[config.mk]
export PLATFORM = sky130hd
export DESIGN_NAME = obbot_prep
export DESIGN_NICKNAME = d
export VERILOG_FILES = /design/src/design/obbot_pkg.sv /design/src/design/obbot_prep.sv
export SDC_FILE = /design/constraint.sdc
export NUM_CORES = 2
export LEC_CHECK = 0
export ABC_AREA = 1
export CAP_MARGIN = 10
export CORE_ASPECT_RATIO = 0.75
export CORE_UTILIZATION = 54
export CTS_CLUSTER_DIAMETER = 120
export DETAILED_ROUTE_END_ITERATION = 7
export DONT_BUFFER_PORTS = 1
export PLACE_DENSITY = 0.73
export RECOVER_POWER = 100
export REMOVE_ABC_BUFFERS = 1
export SETUP_SLACK_MARGIN = 0.5
export SLEW_MARGIN = 20
export SYNTH_ARGS = -nofsm -noshare
export SYNTH_HDL_FRONTEND = slang
export SYNTH_SLANG_ARGS = --single-unit
[constraint.sdc]
create_clock -name clk -period 16.8 [get_ports clk]
set_input_delay 2.52 -clock clk [delete_from_list [all_inputs] [get_ports clk]]
set_output_delay 2.52 -clock clk [all_outputs]
set_load 0.01 [all_outputs]
[src/design/obbot_pkg.sv]
// ----------------------------------------------------------------------------
// obbot_pkg
// Types and constants shared by the stages of the box overlap test.
// ----------------------------------------------------------------------------
package obbot_pkg;

    localparam int OWN_SHIFT  = 28;
    localparam int DIST_SHIFT = 14;

    typedef struct packed {
        logic signed [19:0] cx;
        logic signed [19:0] cy;
        logic signed [15:0] c;
        logic signed [15:0] s;
        logic        [15:0] hw;
        logic        [15:0] hh;
    } box_t;

    typedef struct packed {
        logic [15:0] hw;
        logic [15:0] hh;
    } ext_t;

    typedef struct packed {
        logic signed [20:0] dx;
        logic signed [20:0] dy;
        logic signed [15:0] ca;
        logic signed [15:0] sa;
        logic signed [15:0] cb;
        logic signed [15:0] sb;
        logic signed [31:0] cc;
        logic signed [31:0] ss;
        logic signed [31:0] sc;
        logic signed [31:0] cs;
        ext_t               ea;
        ext_t               eb;
    } s1_t;

    typedef struct packed {
        logic        [31:0] abs_p;
        logic        [31:0] abs_q;
        logic signed [36:0] dxca;
        logic signed [36:0] dysa;
        logic signed [36:0] dxsa;
        logic signed [36:0] dyca;
        logic signed [36:0] dxcb;
        logic signed [36:0] dysb;
        logic signed [36:0] dxsb;
        logic signed [36:0] dycb;
        ext_t               ea;
        ext_t               eb;
    } s2_t;

    typedef struct packed {
        logic [36:0] lua;
        logic [36:0] lva;
        logic [36:0] lub;
        logic [36:0] lvb;
        logic [47:0] pwb;
        logic [47:0] qhb;
        logic [47:0] qwb;
        logic [47:0] phb;
        logic [47:0] pwa;
        logic [47:0] qha;
        logic [47:0] qwa;
        logic [47:0] pha;
        ext_t        ea;
        ext_t        eb;
    } s3_t;

endpackage

[src/design/obbot_prep.sv]
// ----------------------------------------------------------------------------
// obbot_prep
// Stage 1: center difference and the cross products of the two rotations.
// ----------------------------------------------------------------------------
module obbot_prep import obbot_pkg::*;
(
    input  logic clk,
    input  logic rst_n,
    input  logic in_valid,
    output logic in_ready,
    input  box_t a,
    input  box_t b,
    output logic out_valid,
    input  logic out_ready,
    output s1_t  out_word
);

    logic valid_reg;
    s1_t  word_reg;
    s1_t  word_next;

    assign in_ready  = !valid_reg || out_ready;
    assign out_valid = valid_reg;
    assign out_word  = word_reg;

    always_comb
    begin
        word_next.dx = 21'($signed(a.cx)) - 21'($signed(b.cx));
        word_next.dy = 21'($signed(a.cy)) - 21'($signed(b.cy));
        word_next.ca = a.c;
        word_next.sa = a.s;
        word_next.cb = b.c;
        word_next.sb = b.s;
        word_next.cc = 32'($signed(a.c)) * 32'($signed(b.c));
        word_next.ss = 32'($signed(a.s)) * 32'($signed(b.s));
        word_next.sc = 32'($signed(a.s)) * 32'($signed(b.c));
        word_next.cs = 32'($signed(a.c)) * 32'($signed(b.s));
        word_next.ea.hw = a.hw;
        word_next.ea.hh = a.hh;
        word_next.eb.hw = b.hw;
        word_next.eb.hh = b.hh;
    end

    always_ff @(posedge clk or negedge rst_n)
    begin
        if (!rst_n)
        begin
            valid_reg <= 1'b0;
        end
        else if (in_ready)
        begin
            valid_reg <= in_valid;
        end
    end

    always_ff @(posedge clk)
    begin
        if (in_ready && in_valid)
        begin
            word_reg <= word_next;
        end
    end

endmodule

==> metrics.md <==
| Metric | Value |
|---|---|
| Root buffer cell | clkbuf_16 |
| Sinks on Clock Net | 299 |
| Worst setup endpoint | out_word[188] |
| Final GP Congestion | 0.937 |
| Async S/R FF share, synth | 0.334% |
| F_max | 0.0923 GHz |
| CTS Buf Count | 38 |
| Row count | 100 |
| Crit share post-route | 64.5% |
| Total global-route track usage | 29.1% |
| GRT overflow | 0 |
| Worst r2r src | out_valid |
| Buffers and inverters on the worst path | 4 |
| Crit-path cells | inv_1, a21oi_4, clkbuf_1, clkbuf_1, buf_4 |
| Top-count cell post-synth | inv_1 |
| Clock transition at path regs | 0.06 ns |
| Critical path's largest stage delay | 5.38 ns |
| Run status | complete, but fails checks |
| Violated checks | max-capacitance violations, max-slew violations |
| Launch point of the worst path | out_ready |
| Io pins | 512 |
| Final WL | 141 mm |
| Startpoint Class | primary input |
| Post-synthesis cell count | 6,514 |
| HP Class | reg2reg |
| Register area share after synthesis | 16.6% |
| Final #Nets | 7,999 |
| Post-synth cell types | 35 |
| Worst R2R Setup Slack | 7.43 ns |
| H-Tree Depth | 2 |
| DR pass1 iterations | 8 |
| Ys Warns | 0 |
| Fin Hold WS | 0.735 ns |
| Most used flip-flop cell after synthesis | edfxtp_1 |
| Setup skew after layout | 0.0288 ns |
| CP top delay family | buffers and inverters |
| Fin crit period | 10.83 ns |
| Critical Path AT | 11.06 ns |
| Initial Util | 54.6% |
| Fraction of layout cells with a size suffix above 1 | 1.25% |
| Clk_lat worst skew | 0.63 ns |
| CP required | 17.03 ns |
| TritonCTS clock tree | done |
| Post-synthesis cell area | 54,100 um^2 |
| Syn Area/Cell | 8.31 um^2 |
| CTS resizes | 0 |
| Commonest cells in the netlist | 1,971 x inv_1, 1,722 x nand2_1, 1,050 x fa_1, 368 x ha_1, 298 x edfxtp_1 |
| DIE AREA | 102,000 um^2 |
| Drt first-iter violations | 3,185 |
| Critical R2R Capture | out_word[188] |
| Max transition margin | -408% |
| Area leader, netlist | fa_1 |
| Max-Cap Viols | 3 |
| Crit path top cell by count | clkbuf_1 |
| Setup crit end kind | register |
| Hpwl dp | 109 mm |
| Slew Viols, Final | 247 |
| R2r worst-path depth | 4 |
| Core area | 99,200 um^2 |
| RSZ-0062 raised after global routing | no |
| Placed cell count | 7,655 |
| Least-Margin Pin Slew | 7.63 ns |
| Number of global-route vias before repair | 42,896 |
| Largest net degree at the start of global routing | 141 |
| WP depth | 5 |
| Number of synthesized flops with an enable pin | 298 |
| Initial antenna violation count | 0 |
| IO Port Bufs | 0 |
| Share of the synthesized area in the top cell type | 38.8% |
| Register bit count reported by yosys | 299 |
| Number of hold buffers added after CTS | 0 |
| Synth top area cells | fa_1 39%, edfxtp_1 17%, inv_1 14%, nand2_1 12%, ha_1 8.5% |
| CTS max path bufs | 3 |
| Final std cells w/o fill | 7,726 |
| Avg WL per Cell | 18.3 um |
| Critical path's slowest cell | clkbuf_1 |
| Vias/cell | 5.23 |
| Critical Path Fanout Max | 140 |
| Final Setup Violations | 0 |
| Vias | 40,374 |
| Antenna-violating nets left | 0 |
| First-pass GRT wire length | 233 mm |
| Worst Setup Path Type | in2reg |
| Post-CTS setup buffer count | 0 |
| Die W | 368 um |
| Fill cells | 8,964 |
| Die height | 276 um |
| Final Hold Viols | 0 |
| DRC | 0 |
| Area Growth Syn to Fin | 3.99% |
## how the worst min path moves through the flow
| stage | start | cells after the start | slack (ns) | endpoint |
|---|---|---|---|---|
| global placement | out_valid | 2 | 0.72 | out_valid |
| detailed placement | out_valid | 2 | 0.74 | out_valid |
| global route | out_valid | 2 | 0.79 | out_valid |
| CTS | out_valid | 2 | 0.75 | out_valid |
| floorplan | out_valid | 2 | 0.61 | out_valid |
| finish | out_valid | 2 | 0.74 | out_valid |
## worst register-to-register path, cell delays in order, from the launching register on
cell	delay, ns
dfrtp_1	0.46
a21oi_4	0.17
clkbuf_1	1.50
clkbuf_1	5.38
buf_4	1.44
## sequential cells by signal, indices dropped and copies added, names as in the netlist
| register | flops |
|---|---|
| out_valid | 1 |
| out_word | 298 |
## cell type report
class	count	area, um^2	share of cell area, %
clock buffer	41	962	1.71
antenna	1	2.50	0.00445
tap	1326	1660	2.95
inverter	1974	7410	13.2
clock inverter	29	269	0.478
sequential	299	8970	15.9
multi-input combinational	4051	37000	65.7
timing repair buffer	5	22.5	0.0400
## routing by layer
metal  track usage (%)  vias up  wire [um]
met4              5.95        0       2500
met1              40.7    20084      60000
met3              6.13      217      12900
met2              46.8     1586      66000
li1                  -    18487          -
met5                 0        -          0
## layout by cell type, fill, tap and decap left out, drive strengths merged, types with 2 or more instances in the layout
| master | n |
|---|---|
| nand4 | 69 |
| clkinvlp | 2 |
| o21ai | 83 |
| nand2 | 1725 |
| ha | 368 |
| xor2 | 85 |
| nand3b | 12 |
| fa | 1050 |
| nand3 | 138 |
| and2 | 10 |
| o211ai | 2 |
| clkbuf | 45 |
| edfxtp | 298 |
| nor3 | 38 |
| a21oi | 160 |
| clkinv | 22 |
| and3 | 3 |
| or2 | 4 |
| a21o | 10 |
| xnor2 | 21 |
| nor2 | 251 |
| o21bai | 13 |
| a21boi | 8 |
| inv | 1978 |
## cell families after synthesis
group	after synthesis	share of synthesized area, %
and+or+nand+nor	2250	16.6
buffers and inverters	2164	15.0
adders and majority gates	1418	47.3
DFF	299	16.6
AOI/OAI and AO/OA	277	2.73
xor gates and xnor gates	106	1.71
## metrics by stage
stage | area [um^2] | worst slack, ns | TNS, ns | utilization (%)
2_1_floorplan | 53400 | -1.10 | -327.89 | -
3_3_place_gp | 55100 | 8.39 | 0 | 55.6
3_5_place_dp | 55100 | 8.31 | 0 | 55.6
4_1_cts | 56400 | 8.97 | 0 | 56.8
5_1_grt | 56300 | 5.20 | 0 | 56.7
6_report | 56300 | 5.97 | 0 | 56.7
Power is left out: the tool's default activity adds up to more than one toggle a clock period on the data nets, which glitch-free logic cannot reach.
