**src/design/obbot_pkg.sv**
```systemverilog
// ----------------------------------------------------------------------------
// obbot_pkg
// Types and constants shared by the stages of the box overlap test.
// ----------------------------------------------------------------------------
package obbot_pkg;

    localparam int OWN_SHIFT  = 28;
    localparam int DIST_SHIFT = 14;

    typedef struct packed {
        logic signed [19:0] cx;
        logic signed [19:0] cy;
        logic signed [15:0] c;
        logic signed [15:0] s;
        logic        [15:0] hw;
        logic        [15:0] hh;
    } box_t;

    typedef struct packed {
        logic [15:0] hw;
        logic [15:0] hh;
    } ext_t;

    typedef struct packed {
        logic signed [20:0] dx;
        logic signed [20:0] dy;
        logic signed [15:0] ca;
        logic signed [15:0] sa;
        logic signed [15:0] cb;
        logic signed [15:0] sb;
        logic signed [31:0] cc;
        logic signed [31:0] ss;
        logic signed [31:0] sc;
        logic signed [31:0] cs;
        ext_t               ea;
        ext_t               eb;
    } s1_t;

    typedef struct packed {
        logic        [31:0] abs_p;
        logic        [31:0] abs_q;
        logic signed [36:0] dxca;
        logic signed [36:0] dysa;
        logic signed [36:0] dxsa;
        logic signed [36:0] dyca;
        logic signed [36:0] dxcb;
        logic signed [36:0] dysb;
        logic signed [36:0] dxsb;
        logic signed [36:0] dycb;
        ext_t               ea;
        ext_t               eb;
    } s2_t;

    typedef struct packed {
        logic [36:0] lua;
        logic [36:0] lva;
        logic [36:0] lub;
        logic [36:0] lvb;
        logic [47:0] pwb;
        logic [47:0] qhb;
        logic [47:0] qwb;
        logic [47:0] phb;
        logic [47:0] pwa;
        logic [47:0] qha;
        logic [47:0] qwa;
        logic [47:0] pha;
        ext_t        ea;
        ext_t        eb;
    } s3_t;

endpackage

```
**src/design/obbot_cmp.sv**
```systemverilog
// ----------------------------------------------------------------------------
// obbot_cmp
// Stage 4: sum the radii, compare against distance, hold the result word.
// ----------------------------------------------------------------------------
module obbot_cmp import obbot_pkg::*;
(
    input  logic clk,
    input  logic rst_n,
    input  logic in_valid,
    output logic in_ready,
    input  s3_t  in_word,
    output logic out_valid,
    input  logic out_ready,
    output logic overlap
);

    logic        valid_reg;
    logic        overlap_reg;
    logic        overlap_next;
    logic [50:0] l_ua;
    logic [50:0] l_va;
    logic [50:0] l_ub;
    logic [50:0] l_vb;
    logic [50:0] r_ua;
    logic [50:0] r_va;
    logic [50:0] r_ub;
    logic [50:0] r_vb;

    assign in_ready  = !valid_reg || out_ready;
    assign out_valid = valid_reg;
    assign overlap   = overlap_reg;

    always_comb
    begin
        l_ua = 51'(in_word.lua) << DIST_SHIFT;
        l_va = 51'(in_word.lva) << DIST_SHIFT;
        l_ub = 51'(in_word.lub) << DIST_SHIFT;
        l_vb = 51'(in_word.lvb) << DIST_SHIFT;
        r_ua = (51'(in_word.ea.hw) << OWN_SHIFT) + 51'(in_word.pwb) + 51'(in_word.qhb);
        r_va = (51'(in_word.ea.hh) << OWN_SHIFT) + 51'(in_word.qwb) + 51'(in_word.phb);
        r_ub = (51'(in_word.eb.hw) << OWN_SHIFT) + 51'(in_word.pwa) + 51'(in_word.qha);
        r_vb = (51'(in_word.eb.hh) << OWN_SHIFT) + 51'(in_word.qwa) + 51'(in_word.pha);
        overlap_next = !((l_ua > r_ua) || (l_va > r_va) || (l_ub > r_ub) || (l_vb > r_vb));
    end

    always_ff @(posedge clk or negedge rst_n)
    begin
        if (!rst_n)
        begin
            valid_reg <= 1'b0;
        end
        else if (in_ready)
        begin
            valid_reg <= in_valid;
        end
    end

    always_ff @(posedge clk)
    begin
        if (in_ready && in_valid)
        begin
            overlap_reg <= overlap_next;
        end
    end

endmodule

```
**config.mk**
```make
export PLATFORM = sky130hd
export DESIGN_NAME = obbot_cmp
export DESIGN_NICKNAME = d
export VERILOG_FILES = /design/src/design/obbot_pkg.sv /design/src/design/obbot_cmp.sv
export SDC_FILE = /design/constraint.sdc
export NUM_CORES = 1
export LEC_CHECK = 0
export BUFFER_PORTS_ARGS = -buffer_cell sky130_fd_sc_hd__buf_4
export CAP_MARGIN = 5
export CORE_AREA = 2 2 236 238
export DETAILED_ROUTE_END_ITERATION = 6
export DIE_AREA = 0 0 238 240
export GPL_TIMING_DRIVEN = 0
export PLACE_DENSITY = 0.55
export SLEW_MARGIN = 20
export SYNTH_ARGS = -nofsm -noshare
export SYNTH_HDL_FRONTEND = slang
export SYNTH_SLANG_ARGS = --single-unit
```
**constraint.sdc**
```tcl
create_clock -name clk -period 1.2 [get_ports clk]
set_input_delay 0.12 -clock clk [delete_from_list [all_inputs] [get_ports clk]]
set_output_delay 0.12 -clock clk [all_outputs]
set_load 0.005 [all_outputs]
```
==> results_tabular.tex <==
\begin{tabular}{lr}
\hline
Metric & Value \\
\hline
\multicolumn{2}{l}{\textbf{Outcome}} \\
Status & finished, violations left \\
Violations in the final reports & negative setup slack \\
\multicolumn{2}{l}{\textbf{Finish}} \\
Antenna cell count & 0 \\
Final net count & between 3,000 and 4,000 \\
Share of layout cells above drive strength 1 & between 20\% and 30\% \\
Post-Layout Inst Area & approximately 0.022 mm\^{}2 \\
Filler cell count in the final layout & 5,597 \\
Fin util & 40.7\% \\
Syn-to-layout area delta & 38.0\% \\
\multicolumn{2}{l}{\textbf{Detailed routing}} \\
Top sig layer & met5 \\
Vias per cell & 5.35 \\
Post-detailed-route DRC marker count & 0 \\
Sum of routed wire segments on met1 & between 20 and 30 mm \\
Met3 wirelength from detailed routing & about 3.7 mm \\
Routed vias & roughly 18,000 \\
Wire per inst & between 15 and 20 um \\
Routed Wire Length & $\sim$64 mm \\
Antenna Violating Nets Remaining & 0 \\
Detailed route wirelength on metal2 & approximately 32 mm \\
Pre-antenna DRT Iters & 4 \\
Initial DRC Count & slightly above 800 \\
\multicolumn{2}{l}{\textbf{Hold path}} \\
Worst min-delay path class & in2reg \\
\multicolumn{2}{l}{\textbf{Logic synthesis}} \\
Post-synth net total & 3,142 \\
Yosys warnings & 0 \\
Count of cell types in the netlist & 75 \\
Most common flop cell mapped by yosys & edfxtp\_1 \\
Share of flip-flops with an asynchronous set or reset & approximately 50\% \\
Post-synth EDFFs & 1 \\
Share of synthesized area occupied by flip-flops and latches & less than 1\% \\
Mapped Avg Cell Area & between 8 and 9 um\^{}2 \\
\#FFs+latches synth & 2 \\
Synth Instances & between 2,000 and 2,500 \\
Netlist area before placement & 0.0161 mm\^{}2 \\
\multicolumn{2}{l}{\textbf{CTS}} \\
Max Root-Sink Buffers & 2 \\
H-Tree Depth & 1 \\
Clk sink count & 2 \\
Root buf cell & clkbuf\_16 \\
Clock transition time at the flip-flop clock pins of the worst setup and hold paths & approximately 30 ps \\
Insertion delay of the later-clocked pin in the worst-skew pair & approximately 230 ps \\
Number of clock buffers inserted by TritonCTS & 3 \\
CTS tree & yes \\
\multicolumn{2}{l}{\textbf{Die}} \\
Core footprint & between 0.05 and 0.06 mm\^{}2 \\
DIE HEIGHT & around 240 um \\
Number of rows created at floorplan & 86 \\
Overall die area & roughly 0.057 mm\^{}2 \\
Die span in x & approximately 240 um \\
Number of primary I/O pins & 603 \\
Initial Util & between 20 and 30\% \\
\multicolumn{2}{l}{\textbf{GRT}} \\
Tot GR Track Use & a little over a fifth \\
Wire length of the first global-routing pass & 97.3 mm \\
Pin count of the biggest net entering global routing & 10 \\
Grt total ovfl & 0 \\
Via count of the first global-routing pass & 18,200 \\
Number of antenna violations at the first check in global routing & 3 \\
\multicolumn{2}{l}{\textbf{Place}} \\
Gp weighted congestion & a little under 1 \\
Number of I/O port buffers & roughly 600 \\
Half-perimeter wire length after placement & $\sim$58 mm \\
Post-DP Area & 0.0215 mm\^{}2 \\
\multicolumn{2}{l}{\textbf{Timing}} \\
Worst-case setup margin in the final layout & -4130 ps \\
Count of final setup violators & 1 \\
Number of endpoints with negative hold slack in the final report & 0 \\
Final Slew Violations & 0 \\
Worst-margin pin slew & 667 ps \\
Tcrit/Tclk final & 444\% \\
Worst Clk Skew & 5.12 ps \\
Timing-limited maximum frequency & about 0.19 GHz \\
Relative slew slack & a little under three fifths \\
Fin crit period & 5330 ps \\
RSZ-0062 raised after global routing & yes \\
\multicolumn{2}{l}{\textbf{Worst setup path}} \\
Category of the worst setup path launch point & input pin \\
Type of the setup path with the least slack & in2reg \\
Critical Path Fanout Max & 4 \\
Crit path max-delay cell type & or4\_4 \\
CP required & around 1300 ps \\
Critical Path Max Stage Delay & 560 ps \\
Arrival time of the worst setup path & 5400 ps \\
Worst Setup End Kind & flip-flop \\
Flop2flop setup slack & 280 ps \\
CP Cell Sequence & buf\_4, ha\_1, ha\_2, fa\_2, a211o\_1, a21oi\_2, o31ai\_2, a311o\_1, and3\_4, o2111ai\_4, a41oi\_2, o21ai\_2, nand2b\_1, xnor2\_1, ha\_1, nand4b\_1, nor2\_2, nand2\_1, nand4b\_1, or4\_4, nor4\_4, a31oi\_1, and4b\_2 \\
\multicolumn{2}{l}{\textbf{Pwr}} \\
Pleak & roughly 11 nW \\
Pwr dens & approximately 800 mW/mm\^{}2 \\
Worst IR Drop VDD & around 0.0011 V \\
\multicolumn{2}{l}{\textbf{Job}} \\
Max-capacitance violation count & 0 \\
\hline
\end{tabular}
area by class of cell:
type	count	area, um^2	share of cell area, %
Clock buffer	4	78.8	0.354
Buffer	26	98.8	0.444
Inverter	79	297	1.33
Timing Repair Buffer	621	4670	21.0
Sequential cell	2	55.1	0.247
Tap cell	704	881	3.96
Multi-Input combinational cell	1906	16200	72.7
placed cells by master (no fill, tap or decap), types with 5 or more instances in the layout:
cell type / Yosys / layout
a21o_1: 146 / 146
nand4b_1: 7 / 7
o21ai_1: 3 / 5
a21oi_1: 231 / 219
o31a_1: 5 / 5
a21boi_0: 8 / 6
nor2_1: 118 / 116
a31oi_1: 20 / 17
o2111ai_1: 7 / 6
a41oi_1: 7 / 5
ha_1: 460 / 451
o21ai_2: 0 / 7
nor3_1: 33 / 28
nand3b_1: 5 / 5
nand2_1: 116 / 115
o21ai_0: 121 / 111
clkbuf_1: 26 / 26
a211oi_1: 21 / 19
nand2b_1: 27 / 27
nor2b_1: 35 / 34
o21a_1: 24 / 23
o211ai_1: 15 / 15
nor4_1: 12 / 6
nand3_1: 36 / 36
ha_4: 0 / 6
xnor2_1: 84 / 84
o31ai_1: 14 / 10
a221oi_1: 9 / 6
a21oi_2: 1 / 12
and2_1: 7 / 6
and3_1: 19 / 18
nand4_1: 62 / 62
inv_1: 79 / 77
xor2_1: 74 / 74
o21bai_1: 32 / 32
fa_1: 68 / 66
a31o_2: 7 / 7
buf_4: 0 / 618
synth_stat cells, drive strengths merged, types with 3 or more instances:
library cell	instances	area, um^2
nand3	36	180
xor2	74	648
o31ai	16	130
nor3	33	165
o311ai	3	26.3
nand3b	5	37.5
a31o	7	61.3
and3	19	119
nor2	118	443
fa	68	1360
nand2	116	435
o21ba	4	40.0
o21a	24	180
nand4	62	388
or3	3	18.8
inv	79	297
a221o	4	40.0
a21o	146	1100
a211oi	21	158
nand2b	27	169
o2111ai	7	61.3
a21oi	232	1160
o41ai	4	53.8
a2111oi	7	68.8
a21boi	8	60.1
o221ai	3	26.3
a41oi	7	61.3
nor2b	35	219
o21ai	124	621
ha	460	5760
o21bai	32	240
nor4	12	75.1
a221oi	9	78.8
xnor2	84	736
o211ai	15	113
o31a	5	43.8
nand4b	7	61.3
or2	4	25.0
mux2i	3	30.0
a31oi	20	125
and2	8	50.1
clkbuf	26	97.6
a211o	3	26.3
repair_timing:
action                                 in CTS  in global routing
pin swaps                                  21                 32
gates resized for setup                    33                 72
endpoints found under the hold margin       1                  0
setup buffers                               7                 11
setup endpoints to repair                   1                  1
hold buffers                                1                  0
final timing paths:
check	startpoint	endpoint	cells after the start
max reg2reg	out_valid	overlap	2
min in group asynchronous	rst_n	out_valid	2
max in group asynchronous	rst_n	out_valid	2
min reg2reg	out_valid	out_valid	2
max	in_word[353]	overlap	23
min	in_valid	out_valid	2
report_power, final:
| part | leakage (nW) | internal (W) | total (W) | switching, W |
|---|---|---|---|---|
| clock | 0.0382 | 0.000438 | 0.000531 | 0.0000923 |
| combinational | 11.1 | 0.00788 | 0.0171 | 0.00923 |
| sequential | 0.0208 | 0.0000764 | 0.0000784 | 0.00000195 |
| total | 11.2 | 0.00839 | 0.0177 | 0.00932 |
per-layer routing:
layer	vias to the layer above	track usage (%)
met5	-	0
met4	6	4.41
met3	59	3.27
met2	559	40.2
met1	8328	25.5
li1	8918	-
kinds of logic after synthesis:
kind of cell,after synthesis,share of synthesized area [%]
AOI/OAI and AO/OA,722,28.9
adders and majority gates,528,44.1
and+or+nand+nor,495,15.3
xor gates and xnor gates,158,8.58
buffers and inverters,106,2.48
muxes,3,0.186
DFF,2,0.341
critical path: cells and delay by family:
kind | cells | cell delay, ps
and+or+nand+nor | 9 | 2140
xor gates and xnor gates | 1 | 130
AOI/OAI and AO/OA | 8 | 1740
buffers and inverters | 1 | 110
adders and majority gates | 4 | 1170
stage by stage:
step | hold WS (ps) | worst slack (ps) | TNS [ps] | total power [W] | std cells
global route | 148 | -4350 | -4350 | 0.0198 | 3342
floorplan | -176 | -3590 | -3590 | 0.0113 | 2014
CTS | 147 | -4540 | -4540 | 0.0173 | 3332
detailed placement | -104 | -5330 | -5330 | 0.0164 | 3320
global placement | -105 | -5230 | -5230 | 0.0161 | 3320
finish | 145 | -4130 | -4130 | 0.0177 | 3342
Power figures use the tool's default switching activity.
